File: config.mk
export PLATFORM = sky130hd
export DESIGN_NAME = modular_inverse_unit
export DESIGN_NICKNAME = d
export VERILOG_FILES = /design/src/rtl/mi_pkg.sv /design/src/rtl/mi_div_unit.sv /design/src/rtl/modular_inverse_unit.sv
export SDC_FILE = /design/constraint.sdc
export NUM_CORES = 1
export LEC_CHECK = 0
export ABC_AREA = 1
export ABC_CLOCK_PERIOD_IN_PS = 3450
export BUFFER_PORTS_ARGS = -buffer_cell sky130_fd_sc_hd__buf_2
export CELL_PAD_IN_SITES_DETAIL_PLACEMENT = 2
export CELL_PAD_IN_SITES_GLOBAL_PLACEMENT = 2
export CORE_MARGIN = 1
export CORE_UTILIZATION = 33
export CTS_CLUSTER_SIZE = 14
export DETAILED_ROUTE_END_ITERATION = 10
export PLACE_DENSITY_LB_ADDON = 0.25
export SLEW_MARGIN = 20
export SYNTH_ARGS = -nofsm -noshare
export SYNTH_HDL_FRONTEND = slang
export SYNTH_SLANG_ARGS = --single-unit
File: constraint.sdc
create_clock -name clk_i -period 3.45 [get_ports clk_i]
set_input_delay 0.345 -clock clk_i [delete_from_list [all_inputs] [get_ports clk_i]]
set_output_delay 0.345 -clock clk_i [all_outputs]
set_load 0.02 [all_outputs]
File: src/rtl/mi_pkg.sv
// Package for the modular inverse unit: widths, payload structs, status codes and states.
`default_nettype none
package mi_pkg;

  localparam int unsigned DataWidth = 32;
  localparam int unsigned CntWidth  = $clog2(DataWidth);

  typedef enum logic [1:0] {
    ST_OK         = 2'd0,
    ST_NO_INVERSE = 2'd1,
    ST_TOO_SMALL  = 2'd2
  } status_e;

  typedef enum logic [1:0] {
    FsmIdle,
    FsmLoop,
    FsmDiv,
    FsmFinish
  } fsm_e;

  typedef struct packed {
    logic [DataWidth-1:0] number;
    logic [DataWidth-1:0] modulus;
  } in_beat_t;

  typedef struct packed {
    logic [DataWidth-1:0] inverse;
    logic [1:0]           status;
  } out_beat_t;

endpackage
`default_nettype wire

File: src/rtl/mi_div_unit.sv
// Radix-2 serial divider that also accumulates quotient times a coefficient.
`default_nettype none
module mi_div_unit (
  input  wire logic                        clk_i,
  input  wire logic                        rst_ni,
  input  wire logic                        start_i,
  input  wire logic [mi_pkg::DataWidth-1:0] dividend_i,
  input  wire logic [mi_pkg::DataWidth-1:0] divisor_i,
  input  wire logic [mi_pkg::DataWidth-1:0] coef_i,
  output logic                             done_o,
  output logic [mi_pkg::DataWidth-1:0]     rem_o,
  output logic [mi_pkg::DataWidth-1:0]     prod_o
);
  import mi_pkg::*;

  logic                 busy_q, busy_d;
  logic                 done_q, done_d;
  logic [CntWidth-1:0]  cnt_q, cnt_d;
  logic [DataWidth-1:0] dvd_q, dvd_d;
  logic [DataWidth-1:0] rem_q, rem_d;
  logic [DataWidth-1:0] acc_q, acc_d;
  logic [DataWidth:0]   trial;
  logic [DataWidth:0]   diff;
  logic                 qbit;

  assign trial = {rem_q, dvd_q[DataWidth-1]};
  assign diff  = trial - {1'b0, divisor_i};
  assign qbit  = ~diff[DataWidth];

  always_comb begin
    busy_d = busy_q;
    done_d = 1'b0;
    cnt_d  = cnt_q;
    dvd_d  = dvd_q;
    rem_d  = rem_q;
    acc_d  = acc_q;
    if (start_i) begin
      busy_d = 1'b1;
      cnt_d  = '0;
      dvd_d  = dividend_i;
      rem_d  = '0;
      acc_d  = '0;
    end else if (busy_q) begin
      dvd_d = {dvd_q[DataWidth-2:0], 1'b0};
      rem_d = qbit ? diff[DataWidth-1:0] : trial[DataWidth-1:0];
      acc_d = {acc_q[DataWidth-2:0], 1'b0} + (qbit ? coef_i : '0);
      cnt_d = cnt_q + 1'b1;
      if (cnt_q == CntWidth'(DataWidth - 1)) begin
        busy_d = 1'b0;
        done_d = 1'b1;
      end
    end
  end

  always_ff @(posedge clk_i or negedge rst_ni) begin
    if (!rst_ni) begin
      busy_q <= 1'b0;
      done_q <= 1'b0;
      cnt_q  <= '0;
    end else begin
      busy_q <= busy_d;
      done_q <= done_d;
      cnt_q  <= cnt_d;
    end
  end

  always_ff @(posedge clk_i) begin
    dvd_q <= dvd_d;
    rem_q <= rem_d;
    acc_q <= acc_d;
  end

  assign done_o = done_q;
  assign rem_o  = rem_q;
  assign prod_o = acc_q;

endmodule
`default_nettype wire

File: src/rtl/modular_inverse_unit.sv
// Top level of the modular inverse unit: Euclid sequencer, coefficient registers and output stage.
//
// Usage: an input beat carries a number and a modulus; each yields one output beat
// with the inverse of the number modulo the modulus and a status (success, no
// inverse, or number not below modulus). The inverse reads zero unless the status
// is success. Both channels use valid and ready.
// Each Euclid step runs one radix-2 division in the serial divider, followed by a
// pass through the loop state that starts the next division or finishes. 32-bit
// operands need at most 45 steps. Items whose number is zero or not below the
// modulus skip the divider and go straight to the finish state.
// The unit works on one item at a time and accepts a new beat while idle, even
// while the previous result still waits in the output register. If the receiver
// stalls, the finished result of the next item is held back until the output
// register drains. Reset returns the sequencer to idle and empties the output.
`default_nettype none
module modular_inverse_unit (
  input  wire logic              clk_i,
  input  wire logic              rst_ni,
  input  wire logic              in_valid_i,
  output logic                   in_ready_o,
  input  wire mi_pkg::in_beat_t  in_data_i,
  output logic                   out_valid_o,
  input  wire logic              out_ready_i,
  output mi_pkg::out_beat_t      out_data_o
);
  import mi_pkg::*;

  fsm_e                 state_q, state_d;
  status_e              sts_q, sts_d;
  logic [DataWidth-1:0] mod_q, r0_q, r1_q, a0_q, a1_q;
  logic                 neg0_q, neg1_q;
  logic                 out_valid_q, out_valid_d;
  out_beat_t            out_data_q, out_data_d;

  logic                 in_fire;
  logic                 div_start;
  logic                 div_done;
  logic [DataWidth-1:0] div_rem;
  logic [DataWidth-1:0] div_prod;
  logic                 out_free;
  logic                 finish_fire;

  mi_div_unit u_div (
    .clk_i      (clk_i),
    .rst_ni     (rst_ni),
    .start_i    (div_start),
    .dividend_i (r0_q),
    .divisor_i  (r1_q),
    .coef_i     (a1_q),
    .done_o     (div_done),
    .rem_o      (div_rem),
    .prod_o     (div_prod)
  );

  assign out_free    = ~out_valid_q | out_ready_i;
  assign in_fire     = in_valid_i & in_ready_o;
  assign finish_fire = (state_q == FsmFinish) & out_free;

  always_comb begin
    state_d = state_q;
    unique case (state_q)
      FsmIdle: begin
        if (in_valid_i) begin
          if (in_data_i.number >= in_data_i.modulus || in_data_i.number == '0) begin
            state_d = FsmFinish;
          end else begin
            state_d = FsmLoop;
          end
        end
      end
      FsmLoop: begin
        state_d = (r1_q == '0) ? FsmFinish : FsmDiv;
      end
      FsmDiv: begin
        if (div_done) begin
          state_d = FsmLoop;
        end
      end
      FsmFinish: begin
        if (out_free) begin
          state_d = FsmIdle;
        end
      end
      default: state_d = FsmIdle;
    endcase
  end

  always_comb begin
    in_ready_o = 1'b0;
    div_start  = 1'b0;
    unique case (state_q)
      FsmIdle:   in_ready_o = 1'b1;
      FsmLoop:   div_start  = (r1_q != '0);
      FsmDiv:    div_start  = 1'b0;
      FsmFinish: div_start  = 1'b0;
      default:   in_ready_o = 1'b0;
    endcase
  end

  always_comb begin
    sts_d = sts_q;
    if (in_fire) begin
      if (in_data_i.number >= in_data_i.modulus) begin
        sts_d = ST_TOO_SMALL;
      end else if (in_data_i.number == '0) begin
        sts_d = ST_NO_INVERSE;
      end else begin
        sts_d = ST_OK;
      end
    end
  end

  always_comb begin
    out_valid_d = out_valid_q & ~out_ready_i;
    out_data_d  = out_data_q;
    if (finish_fire) begin
      out_valid_d = 1'b1;
      if (sts_q != ST_OK) begin
        out_data_d.inverse = '0;
        out_data_d.status  = sts_q;
      end else if (r0_q != DataWidth'(1)) begin
        out_data_d.inverse = '0;
        out_data_d.status  = ST_NO_INVERSE;
      end else begin
        out_data_d.inverse = neg0_q ? (mod_q - a0_q) : a0_q;
        out_data_d.status  = ST_OK;
      end
    end
  end

  always_ff @(posedge clk_i or negedge rst_ni) begin
    if (!rst_ni) begin
      state_q     <= FsmIdle;
      out_valid_q <= 1'b0;
    end else begin
      state_q     <= state_d;
      out_valid_q <= out_valid_d;
    end
  end

  always_ff @(posedge clk_i) begin
    sts_q      <= sts_d;
    out_data_q <= out_data_d;
    if (in_fire) begin
      mod_q  <= in_data_i.modulus;
      r0_q   <= in_data_i.modulus;
      r1_q   <= in_data_i.number;
      a0_q   <= '0;
      a1_q   <= DataWidth'(1);
      neg0_q <= 1'b0;
      neg1_q <= 1'b0;
    end else if (state_q == FsmDiv && div_done) begin
      r0_q   <= r1_q;
      r1_q   <= div_rem;
      a0_q   <= a1_q;
      a1_q   <= a0_q + div_prod;
      neg0_q <= neg1_q;
      neg1_q <= ~neg1_q;
    end
  end

  assign out_valid_o = out_valid_q;
  assign out_data_o  = out_data_q;

endmodule
`default_nettype wire

==> metrics.csv <==
stage;metric;value;unit
sta;worst setup slack after layout;-0.871;ns
drt;aggregate routed wire length;129000;um
sta;hold violation total from the final report;0;
floorplan;number of standard-cell rows in the floorplan;90;
power_and_ir_drop;leakage component of the power;0.0132;uW
critical_path;largest stage delay on the critical path;0.46;ns
floorplan;Core ar.;60800;sq um
sta;Worst Hold Slack;0.0600;ns
power_and_ir_drop;worst vdd ir;0.324;mV
placement;minimum setup slack after placement;-0.662;ns
placement;count of buffers inserted at the top-level ports;103;
layout;footprint of the multi-input gates;12600;sq um
critical_path;Critical Setup Path Class;register to register;
drt;Routed wire per std cell;31.7;um
synthesis;number of synthesized register bits;304;
layout;post-layout util;46.1;%
layout;fin cells;4052;
placement;HPWL after detailed placement;73100;um
clock_network;CTS Buffer Depth;3;
sta;Clock Skews;0.0284;ns
synthesis;proportion of synthesized flip-flops having asynchronous set or reset;3.29;%
sta;Slew headroom;29.3;%
floorplan;width of the chip;251;um
layout;area overhead of the layout relative to synthesis;36.8;%
drt;post-DR vias/cell;5.98;
sta;total count of max-transition violations in the final report;0;
synthesis;warning count from the yosys run;0;
sta;number of endpoints failing setup at the final stage;31;
sta;worst slew pin tran;1.06;ns
critical_path;Slowest-stage cell, CP;sky130_fd_sc_hd__edfxtp_1;
synthesis;Most used DFF post-synth;sky130_fd_sc_hd__edfxtp_1;
sta;setup repair after global routing missed its margin;true;
global_route;initial antenna violation count;6;
synthesis;post-synth design cell area;20500;sq um
drt;first-pass iteration count of the detailed router;5;
placement;instance count after placement with tap cells included;3873;
min_path;Tightest Hold Check Type;primary input to register;
global_route;gr usage total;34.7;%
global_route;global-route wire length before repair;164000;um
clock_network;root buffer cell;sky130_fd_sc_hd__clkbuf_16;
critical_path;Buffers & Inverters on Critical Path;7;
placement;placer congestion estimate;0.945;
sta;ratio of final minimum period to clock period;125;%
clock_network;Clk pin slew, worst setup/hold paths;0.07;ns
clock_network;TritonCTS clock tree;yes;
synthesis;library cells used by synthesis;54;
synthesis;average cell area after synthesis;7.38;sq um
critical_path;kind of start point of the critical path;register;
critical_path;Critical Path AT;4.85;ns
global_route;pin count of the biggest net entering global routing;94;
job;Max Cap Violations;0;
placement;DP Area;23900;sq um
layout;commonest non-fill, non-tap cell in the layout;sky130_fd_sc_hd__nand2_1;
sta;Peak Freq;231;MHz
floorplan;die area;63000;sq um
global_route;overall overflow remaining after global route;0;
floorplan;count of boundary I/O pins;104;
synthesis;EDFF count, synth;164;
clock_network;clock latency at the later pin of the worst-skew pair;0.61;ns
layout;FF+latch area;7780;sq um
layout;share of cells above drive strength 1;26.7;%
critical_path;Critical Path Sink Type;register;
layout;area of all placed cells without fillers;28000;sq um
floorplan;die span in y;251;um
clock_network;Sinks on Clock Net;304;
drt;drt first-iter violations;2068;
layout;final layout net count;3466;
drt;residual antenna-violating net count after detailed routing;0;
floorplan;initial core utilization;33.7;%
critical_path;largest fanout on the critical path;6;
drt;number of DRC violations after detailed routing;0;
clock_network;TritonCTS buffer count;39;
layout;Filler Cell Count;6778;
critical_path;WP data required;3.98;ns
outcome;failing checks;setup timing;
layout;most frequent cells in the layout;sky130_fd_sc_hd__nand2_1, sky130_fd_sc_hd__inv_1, sky130_fd_sc_hd__buf_4, sky130_fd_sc_hd__o21ai_0, sky130_fd_sc_hd__a21oi_1;
clock_network;number of H-tree branching levels;2;
power_and_ir_drop;Power Density;306;nW/um^2
synthesis;number of instances in the synthesized netlist;2775;
critical_path;cell repeated most along the worst path;sky130_fd_sc_hd__nand2_1;
drt;vias after detailed routing;24244;
synthesis;Seq/Total Area, Yosys;38.0;%
global_route;via count of the first global-routing pass;25367;
outcome;result of the run;finished with violations;
synthesis;Net Count, Synth;3005;
sta;final critical-path required period;4.32;ns
critical_path;cell family with most CP delay;simple AND/OR/NAND/NOR gates;
## synth_stat cells (all sizes together) (4+ instances only)
library cell  instances  area (sq um)
a211oi                4          30.0
a21boi               10          75.1
a21o                 21           158
a21oi               238          1200
a31oi                 6          37.5
and2                  4          25.0
and3                  4          25.0
buf                  28           153
clkbuf               45           169
dfrtp                10           250
dfxtp               130          2600
edfxtp              164          4920
fa                    4          80.1
ha                  158          1980
inv                 405          1520
nand2               680          2580
nand3               123           626
nand4                40           250
nor2                212           801
nor3                 33           170
nor4                 20           125
o211ai               54           405
o21a                  5          37.5
o21ai               262          1320
o21bai               19           143
or2                  15          93.8
xnor2                23           201
xor2                 39           342
## per-layer routing
metal / up-vias / wire (um) / track usage (%)
met3: 482 / 8200 / 4.49
met4: 2 / 8610 / 13.4
met1: 12258 / 50100 / 42.7
met2: 1295 / 61600 / 61.2
li1: 10207 / - / -
met5: - / 8 / 0
## layout make-up
cell class,instances,area share [%]
Sequential cell,304,27.8
Tap cell,782,3.49
Clock inverter,20,0.764
Inverter,406,5.45
Multi-Input combinational cell,1992,45.0
Antenna cell,4,0.0357
Timing Repair Buffer,493,13.6
Clock buffer,51,3.86
## sequential cells by signal, indices dropped and copies added (netlist names), 2 cells and up
register and cells:
out_data_o 34, state_q 2, u_div.rem_o 32, a0_q 32, mod_q 32, u_div.cnt_q 5
u_div.dvd_q 32, sts_q 2, r1_q 32, r0_q 32, a1_q 32, u_div.prod_o 32
## stage by stage
step	TNS [ns]	power [uW]
6_report	-17.71	8580
4_1_cts	-5.87	8350
3_5_place_dp	-11.76	4060
2_1_floorplan	0	3930
5_1_grt	-18.43	8680
3_3_place_gp	-5.62	4040
## cells by family after synthesis
kind of cell,Yosys count,share of synthesized area (%)
flops,304,38.0
simple gates,1134,23.0
fa+ha+maj,162,10.1
xor+xnor,62,2.65
compound gates,634,17.2
buf+inv,479,9.02
## worst paths after layout
kind,startpoint,end,slack (ns),cells past startpoint
hold / removal,in_data_i[23],mod_q[23],0.06,1
setup / recovery,r1_q[26],u_div.prod_o[26],-0.87,26
setup reg to reg,r1_q[26],u_div.prod_o[26],-0.87,26
max in group asynchronous,rst_ni,u_div.cnt_q[2],3.09,2
min in group asynchronous,rst_ni,u_div.cnt_q[3],0.15,2
hold reg to reg,a1_q[18],a1_q[18],0.52,2
## timing repair
item	4_1_cts	5_1_grt
pin swaps	85	88
hold endpoints to repair	25	0
setup endpoints to repair	27	29
hold buffers	16	0
gates cloned	4	0
resized for setup	312	146
buffers inserted	59	33
## power breakdown
| group | switching [uW] | leakage (uW) | internal [uW] | total [uW] |
|---|---|---|---|---|
| registers | 0.0000000000000968 | 0.00237 | 3780 | 3780 |
| clock network | 2050 | 0.000631 | 2470 | 4520 |
| logic | 188 | 0.0102 | 85.2 | 273 |
| total | 2240 | 0.0132 | 6340 | 8580 |
No activity file was read; power rests on OpenSTA's default activity.
